File: src/rtl/smd_pkg.sv
package smd_pkg;

    // Operation codes of an input word.
    localparam logic [1:0] OP_BEGIN = 2'd0;
    localparam logic [1:0] OP_FLAG  = 2'd1;
    localparam logic [1:0] OP_DELTA = 2'd2;
    localparam logic [1:0] OP_READ  = 2'd3;

    // Register indexes of the configuration port.
    localparam logic REG_USE_LARGE = 1'b0;
    localparam logic REG_KEEP      = 1'b1;

    // Store geometry.
    localparam int LARGE_LIST_COUNT = 2;
    localparam int STORE_DEPTH      = 224;
    localparam int STORE_AW         = 8;
    localparam int STAGE_DEPTH      = 64;
    localparam int STAGE_AW         = 6;
    localparam logic [3:0] COUNT_SMALL = 4'd6;
    localparam logic [3:0] COUNT_LARGE = 4'(6 + LARGE_LIST_COUNT);
    localparam logic [7:0] FLAT_VALUE  = 8'd16;
    localparam logic [7:0] START_SCALE = 8'd8;

    // Zigzag scans: scan index to raster position.
    localparam logic [3:0] ZZ4 [16] = '{
        4'd0, 4'd1, 4'd4, 4'd8, 4'd5, 4'd2, 4'd3, 4'd6,
        4'd9, 4'd12, 4'd13, 4'd10, 4'd7, 4'd11, 4'd14, 4'd15};

    localparam logic [5:0] ZZ8 [64] = '{
        6'd0, 6'd1, 6'd8, 6'd16, 6'd9, 6'd2, 6'd3, 6'd10,
        6'd17, 6'd24, 6'd32, 6'd25, 6'd18, 6'd11, 6'd4, 6'd5,
        6'd12, 6'd19, 6'd26, 6'd33, 6'd40, 6'd48, 6'd41, 6'd34,
        6'd27, 6'd20, 6'd13, 6'd6, 6'd7, 6'd14, 6'd21, 6'd28,
        6'd35, 6'd42, 6'd49, 6'd56, 6'd57, 6'd50, 6'd43, 6'd36,
        6'd29, 6'd22, 6'd15, 6'd23, 6'd30, 6'd37, 6'd44, 6'd51,
        6'd58, 6'd59, 6'd52, 6'd45, 6'd38, 6'd31, 6'd39, 6'd46,
        6'd53, 6'd60, 6'd61, 6'd54, 6'd47, 6'd55, 6'd62, 6'd63};

    // Default lists, in scan order.
    localparam logic [7:0] DEF4_INTRA [16] = '{
        8'd6, 8'd13, 8'd13, 8'd20, 8'd20, 8'd20, 8'd28, 8'd28,
        8'd28, 8'd28, 8'd32, 8'd32, 8'd32, 8'd37, 8'd37, 8'd42};

    localparam logic [7:0] DEF4_INTER [16] = '{
        8'd10, 8'd14, 8'd14, 8'd20, 8'd20, 8'd20, 8'd24, 8'd24,
        8'd24, 8'd24, 8'd27, 8'd27, 8'd27, 8'd30, 8'd30, 8'd34};

    localparam logic [7:0] DEF8_INTRA [64] = '{
        8'd6, 8'd10, 8'd10, 8'd13, 8'd11, 8'd13, 8'd16, 8'd16,
        8'd16, 8'd16, 8'd18, 8'd18, 8'd18, 8'd18, 8'd18, 8'd23,
        8'd23, 8'd23, 8'd23, 8'd23, 8'd23, 8'd25, 8'd25, 8'd25,
        8'd25, 8'd25, 8'd25, 8'd25, 8'd27, 8'd27, 8'd27, 8'd27,
        8'd27, 8'd27, 8'd27, 8'd27, 8'd29, 8'd29, 8'd29, 8'd29,
        8'd29, 8'd29, 8'd29, 8'd31, 8'd31, 8'd31, 8'd31, 8'd31,
        8'd31, 8'd33, 8'd33, 8'd33, 8'd33, 8'd33, 8'd36, 8'd36,
        8'd36, 8'd36, 8'd38, 8'd38, 8'd38, 8'd40, 8'd40, 8'd42};

    localparam logic [7:0] DEF8_INTER [64] = '{
        8'd9, 8'd13, 8'd13, 8'd15, 8'd13, 8'd15, 8'd17, 8'd17,
        8'd17, 8'd17, 8'd19, 8'd19, 8'd19, 8'd19, 8'd19, 8'd21,
        8'd21, 8'd21, 8'd21, 8'd21, 8'd21, 8'd22, 8'd22, 8'd22,
        8'd22, 8'd22, 8'd22, 8'd22, 8'd24, 8'd24, 8'd24, 8'd24,
        8'd24, 8'd24, 8'd24, 8'd24, 8'd25, 8'd25, 8'd25, 8'd25,
        8'd25, 8'd25, 8'd25, 8'd27, 8'd27, 8'd27, 8'd27, 8'd27,
        8'd27, 8'd28, 8'd28, 8'd28, 8'd28, 8'd28, 8'd30, 8'd30,
        8'd30, 8'd30, 8'd32, 8'd32, 8'd32, 8'd33, 8'd33, 8'd35};

    // Offset of a list in the store.
    function automatic logic [7:0] list_base(input logic [2:0] l);
        logic [7:0] b;
        if (l < 3'd6)
        begin
            b = {1'b0, l, 4'b0000};
        end
        else if (l[0])
        begin
            b = 8'd160;
        end
        else
        begin
            b = 8'd96;
        end
        return b;
    endfunction

    // Index of the last entry of a list.
    function automatic logic [5:0] list_last(input logic [2:0] l);
        return (l < 3'd6) ? 6'd15 : 6'd63;
    endfunction

    // Number of entries of a list.
    function automatic logic [6:0] list_size(input logic [2:0] l);
        return (l < 3'd6) ? 7'd16 : 7'd64;
    endfunction

    // Raster position of scan index i within list l.
    function automatic logic [5:0] scan_pos(input logic [2:0] l, input logic [5:0] i);
        return (l < 3'd6) ? {2'b00, ZZ4[i[3:0]]} : ZZ8[i];
    endfunction

    // Default value at scan index i of list l.
    function automatic logic [7:0] default_value(input logic [2:0] l, input logic [5:0] i);
        logic [7:0] d;
        if (l < 3'd3)
        begin
            d = DEF4_INTRA[i[3:0]];
        end
        else if (l < 3'd6)
        begin
            d = DEF4_INTER[i[3:0]];
        end
        else if (l[0])
        begin
            d = DEF8_INTER[i];
        end
        else
        begin
            d = DEF8_INTRA[i];
        end
        return d;
    endfunction

endpackage

File: src/rtl/smd_in_if.sv
interface smd_in_if;

    logic              valid;
    logic              ready;
    logic [1:0]        op;
    logic signed [7:0] value;
    logic [2:0]        read_list;
    logic [5:0]        read_pos;

    modport source (output valid, output op, output value, output read_list,
                    output read_pos, input ready);
    modport sink (input valid, input op, input value, input read_list,
                  input read_pos, output ready);

endinterface

File: src/rtl/smd_out_if.sv
interface smd_out_if;

    logic       valid;
    logic       ready;
    logic [7:0] coefficient;
    logic       all_done;

    modport source (output valid, output coefficient, output all_done, input ready);
    modport sink (input valid, input coefficient, input all_done, output ready);

endinterface

File: src/rtl/smd_ram.sv
module smd_ram #(
    parameter int WIDTH = 8,
    parameter int DEPTH = 64
) (
    input  logic                     clk,
    input  logic                     we,
    input  logic [$clog2(DEPTH)-1:0] waddr,
    input  logic [WIDTH-1:0]         wdata,
    input  logic                     re,
    input  logic [$clog2(DEPTH)-1:0] raddr,
    output logic [WIDTH-1:0]         rdata
);

    logic [WIDTH-1:0] mem [DEPTH];
    logic [WIDTH-1:0] rdata_reg;

    // One write port and one registered read port.
    always_ff @(posedge clk)
    begin
        if (we)
        begin
            mem[waddr] <= wdata;
        end
        if (re)
        begin
            rdata_reg <= mem[raddr];
        end
    end

    assign rdata = rdata_reg;

endmodule

File: src/rtl/scaling_matrix_decoder_core.sv
// Scaling matrix decoder. Words on the item channel build the six 4x4 and two 8x8 scaling
// lists in a 224-byte store RAM; a read word returns one stored byte on the result
// channel. Begin-keep, flat begin (which only clears per-entry valid bits), present flags,
// and deltas that do not end a list need no store sweep. A read waits in the read-out
// state for a free result register. Each operation that rewrites a list walks the store
// RAM's single write port one entry per cycle: an absent list that loads its default, a
// list that ends, a list copy, and a default begin, which rewrites all eight lists. No
// clearing pass is needed after reset: an entry never written since reset or a flat begin
// reads as 16.
module scaling_matrix_decoder_core (
    input  logic            clk,
    input  logic            rst_n,
    input  logic            wr_en,
    input  logic            wr_index,
    input  logic            wr_data,
    smd_in_if.sink          item,
    smd_out_if.source       result
);

    // Controller states.
    localparam logic [1:0] S_IDLE  = 2'd0;
    localparam logic [1:0] S_SWEEP = 2'd1;
    localparam logic [1:0] S_RD    = 2'd2;

    // Kinds of list sweep.
    localparam logic [1:0] M_DEF  = 2'd0;
    localparam logic [1:0] M_COPY = 2'd1;
    localparam logic [1:0] M_SCAT = 2'd2;

    localparam logic PH_FLAG  = 1'b0;
    localparam logic PH_DELTA = 1'b1;

    // Configuration and decode state.
    logic       use_large_reg;
    logic       keep_reg;
    logic [1:0] state_reg, state_next;
    logic       phase_reg, phase_next;
    logic [3:0] list_reg, list_next;
    logic [6:0] entry_reg, entry_next;
    logic [7:0] last_scale_reg, last_scale_next;

    // Sweep issue stage.
    logic [1:0] sw_mode_reg, sw_mode_next;
    logic       sw_chain_reg, sw_chain_next;
    logic [2:0] sw_list_reg, sw_list_next;
    logic [5:0] sw_cnt_reg, sw_cnt_next;
    logic [6:0] sw_fill_reg, sw_fill_next;

    // Sweep write stage.
    logic       pipe_vld_reg, pipe_vld_next;
    logic [1:0] pipe_mode_reg, pipe_mode_next;
    logic [2:0] pipe_list_reg, pipe_list_next;
    logic [5:0] pipe_idx_reg, pipe_idx_next;

    // Result register and read bookkeeping.
    logic       out_vld_reg, out_vld_next;
    logic [7:0] coef_reg, coef_next;
    logic       done_reg, done_next;
    logic       rd_done_reg, rd_done_next;
    logic       rd_valid_reg;

    // Per-entry written marks of the store.
    logic [smd_pkg::STORE_DEPTH-1:0] valid_reg;
    logic                            valid_clear;

    // Memory ports.
    logic                store_we, store_re;
    logic [7:0]          store_waddr, store_raddr, store_wdata, store_rdata;
    logic                stg_we, stg_re;
    logic [5:0]          stg_waddr, stg_raddr;
    logic [7:0]          stg_wdata, stg_rdata;

    // Combinational helpers.
    logic       accept;
    logic [3:0] list_count;
    logic [7:0] sum_scale;
    logic [7:0] kept_scale;
    logic [6:0] entry_inc;
    logic [2:0] cur_list;
    logic [7:0] read_addr;

    smd_ram #(.WIDTH(8), .DEPTH(smd_pkg::STORE_DEPTH)) u_store (
        .clk   (clk),
        .we    (store_we),
        .waddr (store_waddr),
        .wdata (store_wdata),
        .re    (store_re),
        .raddr (store_raddr),
        .rdata (store_rdata)
    );

    smd_ram #(.WIDTH(8), .DEPTH(smd_pkg::STAGE_DEPTH)) u_stage (
        .clk   (clk),
        .we    (stg_we),
        .waddr (stg_waddr),
        .wdata (stg_wdata),
        .re    (stg_re),
        .raddr (stg_raddr),
        .rdata (stg_rdata)
    );

    // Handshake and shared decode terms.
    assign item.ready    = (state_reg == S_IDLE) && !pipe_vld_reg;
    assign accept        = item.valid && item.ready;
    assign list_count    = use_large_reg ? smd_pkg::COUNT_LARGE : smd_pkg::COUNT_SMALL;
    assign cur_list      = list_reg[2:0];
    assign sum_scale     = last_scale_reg + $unsigned(item.value);
    assign kept_scale    = (sum_scale != 8'd0) ? sum_scale : last_scale_reg;
    assign entry_inc     = entry_reg + 7'd1;
    assign read_addr     = (item.read_list < 3'd6)
                         ? ({1'b0, item.read_list, 4'b0000} + {4'b0000, item.read_pos[3:0]})
                         : (smd_pkg::list_base(item.read_list) + {2'b00, item.read_pos});

    assign result.valid       = out_vld_reg;
    assign result.coefficient = coef_reg;
    assign result.all_done    = done_reg;

    // Main controller: decodes accepted words, issues sweeps and read-outs.
    always_comb
    begin
        state_next      = state_reg;
        phase_next      = phase_reg;
        list_next       = list_reg;
        entry_next      = entry_reg;
        last_scale_next = last_scale_reg;
        sw_mode_next    = sw_mode_reg;
        sw_chain_next   = sw_chain_reg;
        sw_list_next    = sw_list_reg;
        sw_cnt_next     = sw_cnt_reg;
        sw_fill_next    = sw_fill_reg;
        pipe_vld_next   = 1'b0;
        pipe_mode_next  = pipe_mode_reg;
        pipe_list_next  = pipe_list_reg;
        pipe_idx_next   = pipe_idx_reg;
        rd_done_next    = rd_done_reg;
        out_vld_next    = out_vld_reg && !result.ready;
        coef_next       = coef_reg;
        done_next       = done_reg;
        valid_clear     = 1'b0;
        store_re        = 1'b0;
        store_raddr     = read_addr;
        stg_we          = 1'b0;
        stg_waddr       = entry_reg[5:0];
        stg_wdata       = kept_scale;
        stg_re          = 1'b0;
        stg_raddr       = sw_cnt_reg;

        unique case (state_reg)
            S_IDLE:
            begin
                if (accept)
                begin
                    unique case (item.op)
                        smd_pkg::OP_BEGIN:
                        begin
                            if (item.value == 8'sd0)
                            begin
                                valid_clear = 1'b1;
                            end
                            else if (item.value == 8'sd1)
                            begin
                                sw_mode_next  = M_DEF;
                                sw_chain_next = 1'b1;
                                sw_list_next  = 3'd0;
                                sw_cnt_next   = 6'd0;
                                state_next    = S_SWEEP;
                            end
                            list_next  = 4'd0;
                            phase_next = PH_FLAG;
                        end
                        smd_pkg::OP_FLAG:
                        begin
                            if (phase_reg == PH_FLAG && list_reg < list_count)
                            begin
                                if (item.value[0])
                                begin
                                    phase_next      = PH_DELTA;
                                    entry_next      = 7'd0;
                                    last_scale_next = smd_pkg::START_SCALE;
                                end
                                else
                                begin
                                    list_next     = list_reg + 4'd1;
                                    sw_chain_next = 1'b0;
                                    sw_list_next  = cur_list;
                                    sw_cnt_next   = 6'd0;
                                    if (cur_list == 3'd0 || cur_list == 3'd3
                                        || cur_list >= 3'd6)
                                    begin
                                        sw_mode_next = M_DEF;
                                        if (!keep_reg)
                                        begin
                                            state_next = S_SWEEP;
                                        end
                                    end
                                    else
                                    begin
                                        sw_mode_next = M_COPY;
                                        state_next   = S_SWEEP;
                                    end
                                end
                            end
                        end
                        smd_pkg::OP_DELTA:
                        begin
                            if (phase_reg == PH_DELTA)
                            begin
                                sw_chain_next = 1'b0;
                                sw_list_next  = cur_list;
                                sw_cnt_next   = 6'd0;
                                if (entry_reg == 7'd0 && sum_scale == 8'd0)
                                begin
                                    // A first delta that brings the scale to zero selects the default list.
                                    sw_mode_next = M_DEF;
                                    state_next   = S_SWEEP;
                                    list_next    = list_reg + 4'd1;
                                    phase_next   = PH_FLAG;
                                end
                                else
                                begin
                                    stg_we          = 1'b1;
                                    last_scale_next = kept_scale;
                                    entry_next      = entry_inc;
                                    if (sum_scale == 8'd0
                                        || entry_inc == smd_pkg::list_size(cur_list))
                                    begin
                                        // Entries past the fill count take the last scale.
                                        sw_mode_next = M_SCAT;
                                        sw_fill_next = entry_inc;
                                        state_next   = S_SWEEP;
                                        list_next    = list_reg + 4'd1;
                                        phase_next   = PH_FLAG;
                                    end
                                end
                            end
                        end
                        smd_pkg::OP_READ:
                        begin
                            store_re     = 1'b1;
                            rd_done_next = (phase_reg == PH_FLAG) && (list_reg >= list_count);
                            state_next   = S_RD;
                        end
                        default:
                        begin
                        end
                    endcase
                end
            end
            S_SWEEP:
            begin
                // Issue one entry: source read (if any) now, store write next cycle.
                store_re       = (sw_mode_reg == M_COPY);
                store_raddr    = {1'b0, sw_list_reg - 3'd1, 4'b0000} + {4'b0000, sw_cnt_reg[3:0]};
                stg_re         = (sw_mode_reg == M_SCAT);
                pipe_vld_next  = 1'b1;
                pipe_mode_next = sw_mode_reg;
                pipe_list_next = sw_list_reg;
                pipe_idx_next  = sw_cnt_reg;
                if (sw_cnt_reg == smd_pkg::list_last(sw_list_reg))
                begin
                    sw_cnt_next = 6'd0;
                    if (sw_chain_reg && sw_list_reg != 3'd7)
                    begin
                        sw_list_next = sw_list_reg + 3'd1;
                    end
                    else
                    begin
                        state_next = S_IDLE;
                    end
                end
                else
                begin
                    sw_cnt_next = sw_cnt_reg + 6'd1;
                end
            end
            S_RD:
            begin
                // Store data is ready; wait for a free result register.
                if (!out_vld_reg || result.ready)
                begin
                    out_vld_next = 1'b1;
                    coef_next    = rd_valid_reg ? store_rdata : smd_pkg::FLAT_VALUE;
                    done_next    = rd_done_reg;
                    state_next   = S_IDLE;
                end
            end
            default:
            begin
                state_next = S_IDLE;
            end
        endcase
    end

    // Sweep write stage into the store.
    always_comb
    begin
        store_we    = pipe_vld_reg;
        store_waddr = smd_pkg::list_base(pipe_list_reg)
                    + {2'b00, smd_pkg::scan_pos(pipe_list_reg, pipe_idx_reg)};
        store_wdata = smd_pkg::default_value(pipe_list_reg, pipe_idx_reg);
        case (pipe_mode_reg)
            M_COPY:
            begin
                store_waddr = smd_pkg::list_base(pipe_list_reg)
                            + {4'b0000, pipe_idx_reg[3:0]};
                store_wdata = rd_valid_reg ? store_rdata : smd_pkg::FLAT_VALUE;
            end
            M_SCAT:
            begin
                store_wdata = ({1'b0, pipe_idx_reg} < sw_fill_reg) ? stg_rdata : last_scale_reg;
            end
            default:
            begin
            end
        endcase
    end

    // Control registers.
    always_ff @(posedge clk or negedge rst_n)
    begin
        if (!rst_n)
        begin
            use_large_reg  <= 1'b1;
            keep_reg       <= 1'b0;
            state_reg      <= S_IDLE;
            phase_reg      <= PH_FLAG;
            list_reg       <= 4'd0;
            entry_reg      <= 7'd0;
            last_scale_reg <= smd_pkg::START_SCALE;
            sw_mode_reg    <= M_DEF;
            sw_chain_reg   <= 1'b0;
            sw_list_reg    <= 3'd0;
            sw_cnt_reg     <= 6'd0;
            pipe_vld_reg   <= 1'b0;
            out_vld_reg    <= 1'b0;
            valid_reg      <= '0;
        end
        else
        begin
            if (wr_en)
            begin
                unique case (wr_index)
                    smd_pkg::REG_USE_LARGE: use_large_reg <= wr_data;
                    smd_pkg::REG_KEEP:      keep_reg      <= wr_data;
                    default:
                    begin
                    end
                endcase
            end
            state_reg      <= state_next;
            phase_reg      <= phase_next;
            list_reg       <= list_next;
            entry_reg      <= entry_next;
            last_scale_reg <= last_scale_next;
            sw_mode_reg    <= sw_mode_next;
            sw_chain_reg   <= sw_chain_next;
            sw_list_reg    <= sw_list_next;
            sw_cnt_reg     <= sw_cnt_next;
            pipe_vld_reg   <= pipe_vld_next;
            out_vld_reg    <= out_vld_next;
            if (valid_clear)
            begin
                valid_reg <= '0;
            end
            else if (store_we)
            begin
                valid_reg[store_waddr] <= 1'b1;
            end
        end
    end

    // Payload registers.
    always_ff @(posedge clk)
    begin
        sw_fill_reg    <= sw_fill_next;
        pipe_mode_reg  <= pipe_mode_next;
        pipe_list_reg  <= pipe_list_next;
        pipe_idx_reg   <= pipe_idx_next;
        rd_done_reg    <= rd_done_next;
        coef_reg       <= coef_next;
        done_reg       <= done_next;
        if (store_re)
        begin
            rd_valid_reg <= valid_reg[store_raddr];
        end
    end

    // The store is never written beyond its last entry.
    a_waddr_range: assert property (@(posedge clk) disable iff (!rst_n)
        store_we |-> (store_waddr < 8'(smd_pkg::STORE_DEPTH)))
        else $error("store write beyond last entry");

    // A read word always moves to the read-out state.
    a_read_flow: assert property (@(posedge clk) disable iff (!rst_n)
        (accept && item.op == smd_pkg::OP_READ) |=> (state_reg == S_RD))
        else $error("read word did not start a read-out");

    // The list counter never passes the largest set.
    a_list_range: assert property (@(posedge clk) disable iff (!rst_n)
        list_reg <= smd_pkg::COUNT_LARGE)
        else $error("list counter out of range");

    // Deltas are only taken for an existing list.
    a_delta_list: assert property (@(posedge clk) disable iff (!rst_n)
        (phase_reg == PH_DELTA) |-> (list_reg < smd_pkg::COUNT_LARGE))
        else $error("delta phase without a list");

    // Staging writes stay inside the staging buffer.
    a_stage_range: assert property (@(posedge clk) disable iff (!rst_n)
        stg_we |-> !entry_reg[6])
        else $error("staging write beyond buffer");

    // A sweep write stage never overlaps an accepted word.
    a_no_overlap: assert property (@(posedge clk) disable iff (!rst_n)
        pipe_vld_reg |-> !accept)
        else $error("word accepted during a store write-back");

endmodule

File: src/flat_wrapper.sv
// flat-port wrapper written by rule: the top's interface ports become plain ports
module scaling_matrix_decoder_core_flat 
  (clk, rst_n, wr_en, wr_index, wr_data, item_valid, item_op, item_value, item_read_list, item_read_pos, item_ready, result_valid, result_coefficient, result_all_done, result_ready);
  smd_in_if item_i ();
  smd_out_if result_i ();
  input  logic clk;
  input  logic rst_n;
  input  logic wr_en;
  input  logic wr_index;
  input  logic wr_data;
  input wire logic [$bits(item_i.valid)-1:0] item_valid;
  input wire logic [$bits(item_i.op)-1:0] item_op;
  input wire logic [$bits(item_i.value)-1:0] item_value;
  input wire logic [$bits(item_i.read_list)-1:0] item_read_list;
  input wire logic [$bits(item_i.read_pos)-1:0] item_read_pos;
  output wire logic [$bits(item_i.ready)-1:0] item_ready;
  output wire logic [$bits(result_i.valid)-1:0] result_valid;
  output wire logic [$bits(result_i.coefficient)-1:0] result_coefficient;
  output wire logic [$bits(result_i.all_done)-1:0] result_all_done;
  input wire logic [$bits(result_i.ready)-1:0] result_ready;
  assign item_i.valid = item_valid;
  assign item_i.op = item_op;
  assign item_i.value = item_value;
  assign item_i.read_list = item_read_list;
  assign item_i.read_pos = item_read_pos;
  assign item_ready = item_i.ready;
  assign result_valid = result_i.valid;
  assign result_coefficient = result_i.coefficient;
  assign result_all_done = result_i.all_done;
  assign result_i.ready = result_ready;
  scaling_matrix_decoder_core u_core (.clk(clk), .rst_n(rst_n), .wr_en(wr_en), .wr_index(wr_index), .wr_data(wr_data), .item(item_i), .result(result_i));
endmodule
File: config.mk
export PLATFORM = sky130hd
export DESIGN_NAME = scaling_matrix_decoder_core_flat
export DESIGN_NICKNAME = d
export VERILOG_FILES = /design/src/rtl/smd_pkg.sv /design/src/rtl/smd_in_if.sv /design/src/rtl/smd_out_if.sv /design/src/rtl/smd_ram.sv /design/src/rtl/scaling_matrix_decoder_core.sv /design/src/flat_wrapper.sv
export SDC_FILE = /design/constraint.sdc
export NUM_CORES = 2
export LEC_CHECK = 0
export ABC_AREA = 1
export CELL_PAD_IN_SITES_DETAIL_PLACEMENT = 1
export CELL_PAD_IN_SITES_GLOBAL_PLACEMENT = 1
export CORE_UTILIZATION = 52
export DETAILED_ROUTE_END_ITERATION = 7
export DONT_BUFFER_PORTS = 1
export PLACE_DENSITY = 0.78
export SYNTH_ARGS = -nofsm -noshare
export SYNTH_HDL_FRONTEND = slang
export SYNTH_SLANG_ARGS = --single-unit
File: constraint.sdc
create_clock -name clk -period 14.9 [get_ports clk]
set_clock_uncertainty 0.05 [all_clocks]
set_input_delay 2.98 -clock clk [delete_from_list [all_inputs] [get_ports clk]]
set_output_delay 2.98 -clock clk [all_outputs]
set_load 0.02 [all_outputs]
==> results by group <==
STA
  • Final worst path period need: just under 7000 ps
  • F_max: 146 MHz
  • Slew @ Worst Pin: 1390 ps
  • Max Slew Vio Count: 0
  • Setup Viol. Count Final: 0
  • Final hold violation count: 0
  • Final worst path period share: 0.459
  • RSZ-0062 raised after global routing: no
  • Setup TNS: 0 ps
  • Worst slew margin: 0.0689

Logic synthesis
  • Synth cell count leaders: edfxtp_1, nand2_1, nand3_1
  • Mapped cell area: 0.112 mm²
  • Synth Instances: slightly above 10000
  • Distinct cells, synth: 50
  • #FFs+latches synth: between 2000 and 3000
  • Synth area leaders: edfxtp_1, nand3_1, nand2_1
  • Post-synth EDFFs: roughly 2300
  • Share of the synthesized area in the top cell type: 0.628
  • Most frequent cell after synthesis: edfxtp_1
  • Yosys top cell by area: edfxtp_1
  • Avg Cell Area, Syn: about 11 µm²
  • Sequential fraction of the synthesis area: 0.686
  • Syn_nets: roughly 10000
  • Synth Warn #: 0
  • Post-synth top flop: edfxtp_1
  • Async S/R FF share, synth: 0.100

Worst setup path
  • Crit path DAT: 7610 ps
  • Worst-path cell chain: inv_1 -> nand2_1 -> o21ai_4 -> buf_12 -> buf_4 -> buf_4 -> nand3_1 -> nand3_1 -> nand3_1 -> nand3_1 -> nand3_1 -> nand2_1 -> nand2_1 -> nand2_1 -> nand2_1 -> nand2_1
  • CP Max Fanout: around 140
  • Slowest-stage cell, CP: buf_4
  • Slowest stage delay, CP: approximately 940 ps
  • Startpoint types: input port
  • Setup crit end kind: flop
  • Most used cell, CP: nand2_1
  • Reg2Reg Setup Slack: approximately 8300 ps
  • WP data required: between 15000 and 20000 ps
  • Critical path type: in2reg

Global route
  • Grt ovf: 0
  • GR Util All Layers: 0.319
  • Initial antenna violation count: 10
  • Number of global-route vias before repair: between 80000 and 90000
  • Global-route wire length before repair: ~520000 µm
  • Largest net degree at the start of global routing: around 260

CTS
  • Worst-path clk slew: approximately 60 ps
  • Clk sinks: between 2000 and 3000
  • Clk Latency, worst-skew pair: roughly 970 ps
  • Clock Path Buffers: 4
  • CTS root buffer: clkbuf_16
  • Setup Fix Bufs, Post-CTS: 0
  • CTS tree: built
  • H-tree Lvls: 5
  • CTS Buf Count: between 200 and 300
  • Hold_buf cts: 0
  • Resize count post-CTS: 0

Floorplanning
  • Core area: 0.215 mm²
  • Starting density of the core: 0.523
  • Top-level I/O count: 37
  • Die height: roughly 470 µm
  • Die area: 0.218 mm²
  • Die Wd: around 470 µm
  • Row cnt: 170

Route
  • Drt pass-1 iters: 6
  • Iteration-0 DRC Markers: slightly below 9000
  • Via count: between 80000 and 90000
  • Vias per cell: slightly above 6
  • DRC violations left: 0
  • Final WL: roughly 350000 µm
  • Routed WL per cell: approximately 27 µm
  • Antenna-violating nets left: 0

Cells and area
  • Non-filler cells, final: roughly 13000
  • Area growth syn-to-layout: 9.83%
  • Final instance area: around 0.12 mm²
  • Fraction of layout cells with a size suffix above 1: 0.0548
  • Layout fillers: 22200
  • Final-stage net count: 10100
  • Max reg flops: 1792

Hold path
  • Hold WC Path Type: reg2reg

Placement
  • DP Wirelength: 195000 µm
  • Post-placement cell count: between 10000 and 15000
  • PortBufs: 0
  • Placed inst area: 0.114 mm²
  • Routability cong.: ~0.86

Flow run
  • Max-cap violations: 0

Outcome
  • Outcome: completed
[cells in the final DEF, fill, tap and decap left out, types with 19 or more instances in the layout]
cell / n
a21oi_1: 289
buf_12: 19
buf_4: 88
bufinv_16: 23
clkbuf_1: 72
clkbuf_16: 297
clkinv_1: 46
clkinv_2: 51
dfrtp_1: 257
edfxtp_1: 2349
ha_1: 47
inv_1: 1256
nand2_1: 1833
nand3_1: 1660
nand4_1: 49
nor2_1: 766
o211ai_1: 338
o21ai_0: 531
o221ai_1: 87
o22ai_1: 56
[layout make-up]
type / count / area [µm²] / area share
repair buffers: 107 / 1040 / 0.00844
clock buffers: 380 / 7850 / 0.0637
clock inverters: 130 / 1230 / 0.00997
flip-flops and latches: 2611 / 77100 / 0.625
well taps: 2838 / 3550 / 0.0288
inverters: 1278 / 4830 / 0.0391
multi-input cells: 5764 / 27700 / 0.225
diodes: 2 / 5.00 / 0.0000406
[worst max-delay path: cells and delay by family]
| family | cells | cell delay (ps) |
|---|---|---|
| AND/OR/NAND/NOR | 11 | 1840 |
| AO/OA/AOI/OAI | 1 | 230 |
| buffers and inverters | 4 | 2090 |
[per-stage QoR]
stage                     hold slack (ps)  worst slack, ps   util
after floorplan                       350             2650      -
after global placement                404             7320  0.532
after detailed placement              365             7280  0.532
after CTS                             409             8170  0.575
after global routing                  430             7830  0.575
final                                 413             8060  0.575
[cell families after synthesis]
group / synth area share
simple gates: 0.165
flops: 0.686
buf+inv: 0.0690
compound gates: 0.0725
fa+ha+maj: 0.00577
xor+xnor: 0.00101
[per-layer routing]
metal / up-vias / part of all wire / GRT usage
met5: - / 0.00012 / 0
met4: 6 / 0.041 / 0.133
met3: 788 / 0.075 / 0.0498
met2: 3436 / 0.49 / 0.529
met1: 41000 / 0.40 / 0.418
li1: 35100 / - / -
[path summary, 6_finish.rpt]
check                                            start                          to  cells past startpoint
worst max-delay path                  item_read_pos[1]     u_core.u_store.rdata[0]                     16
max in group asynchronous                        rst_n       u_core.valid_reg[182]                      0
worst min-delay path                u_core.rd_done_reg      u_core.result.all_done                      0
min in group asynchronous                        rst_n       u_core.valid_reg[203]                      0
worst max register to register  u_core.pipe_idx_reg[0]  u_core.u_store.mem[206][5]                     19
worst min register to register      u_core.rd_done_reg      u_core.result.all_done                      0
Power is left out: the tool's default activity adds up to more than one toggle a clock period on the data nets, which glitch-free logic cannot reach.
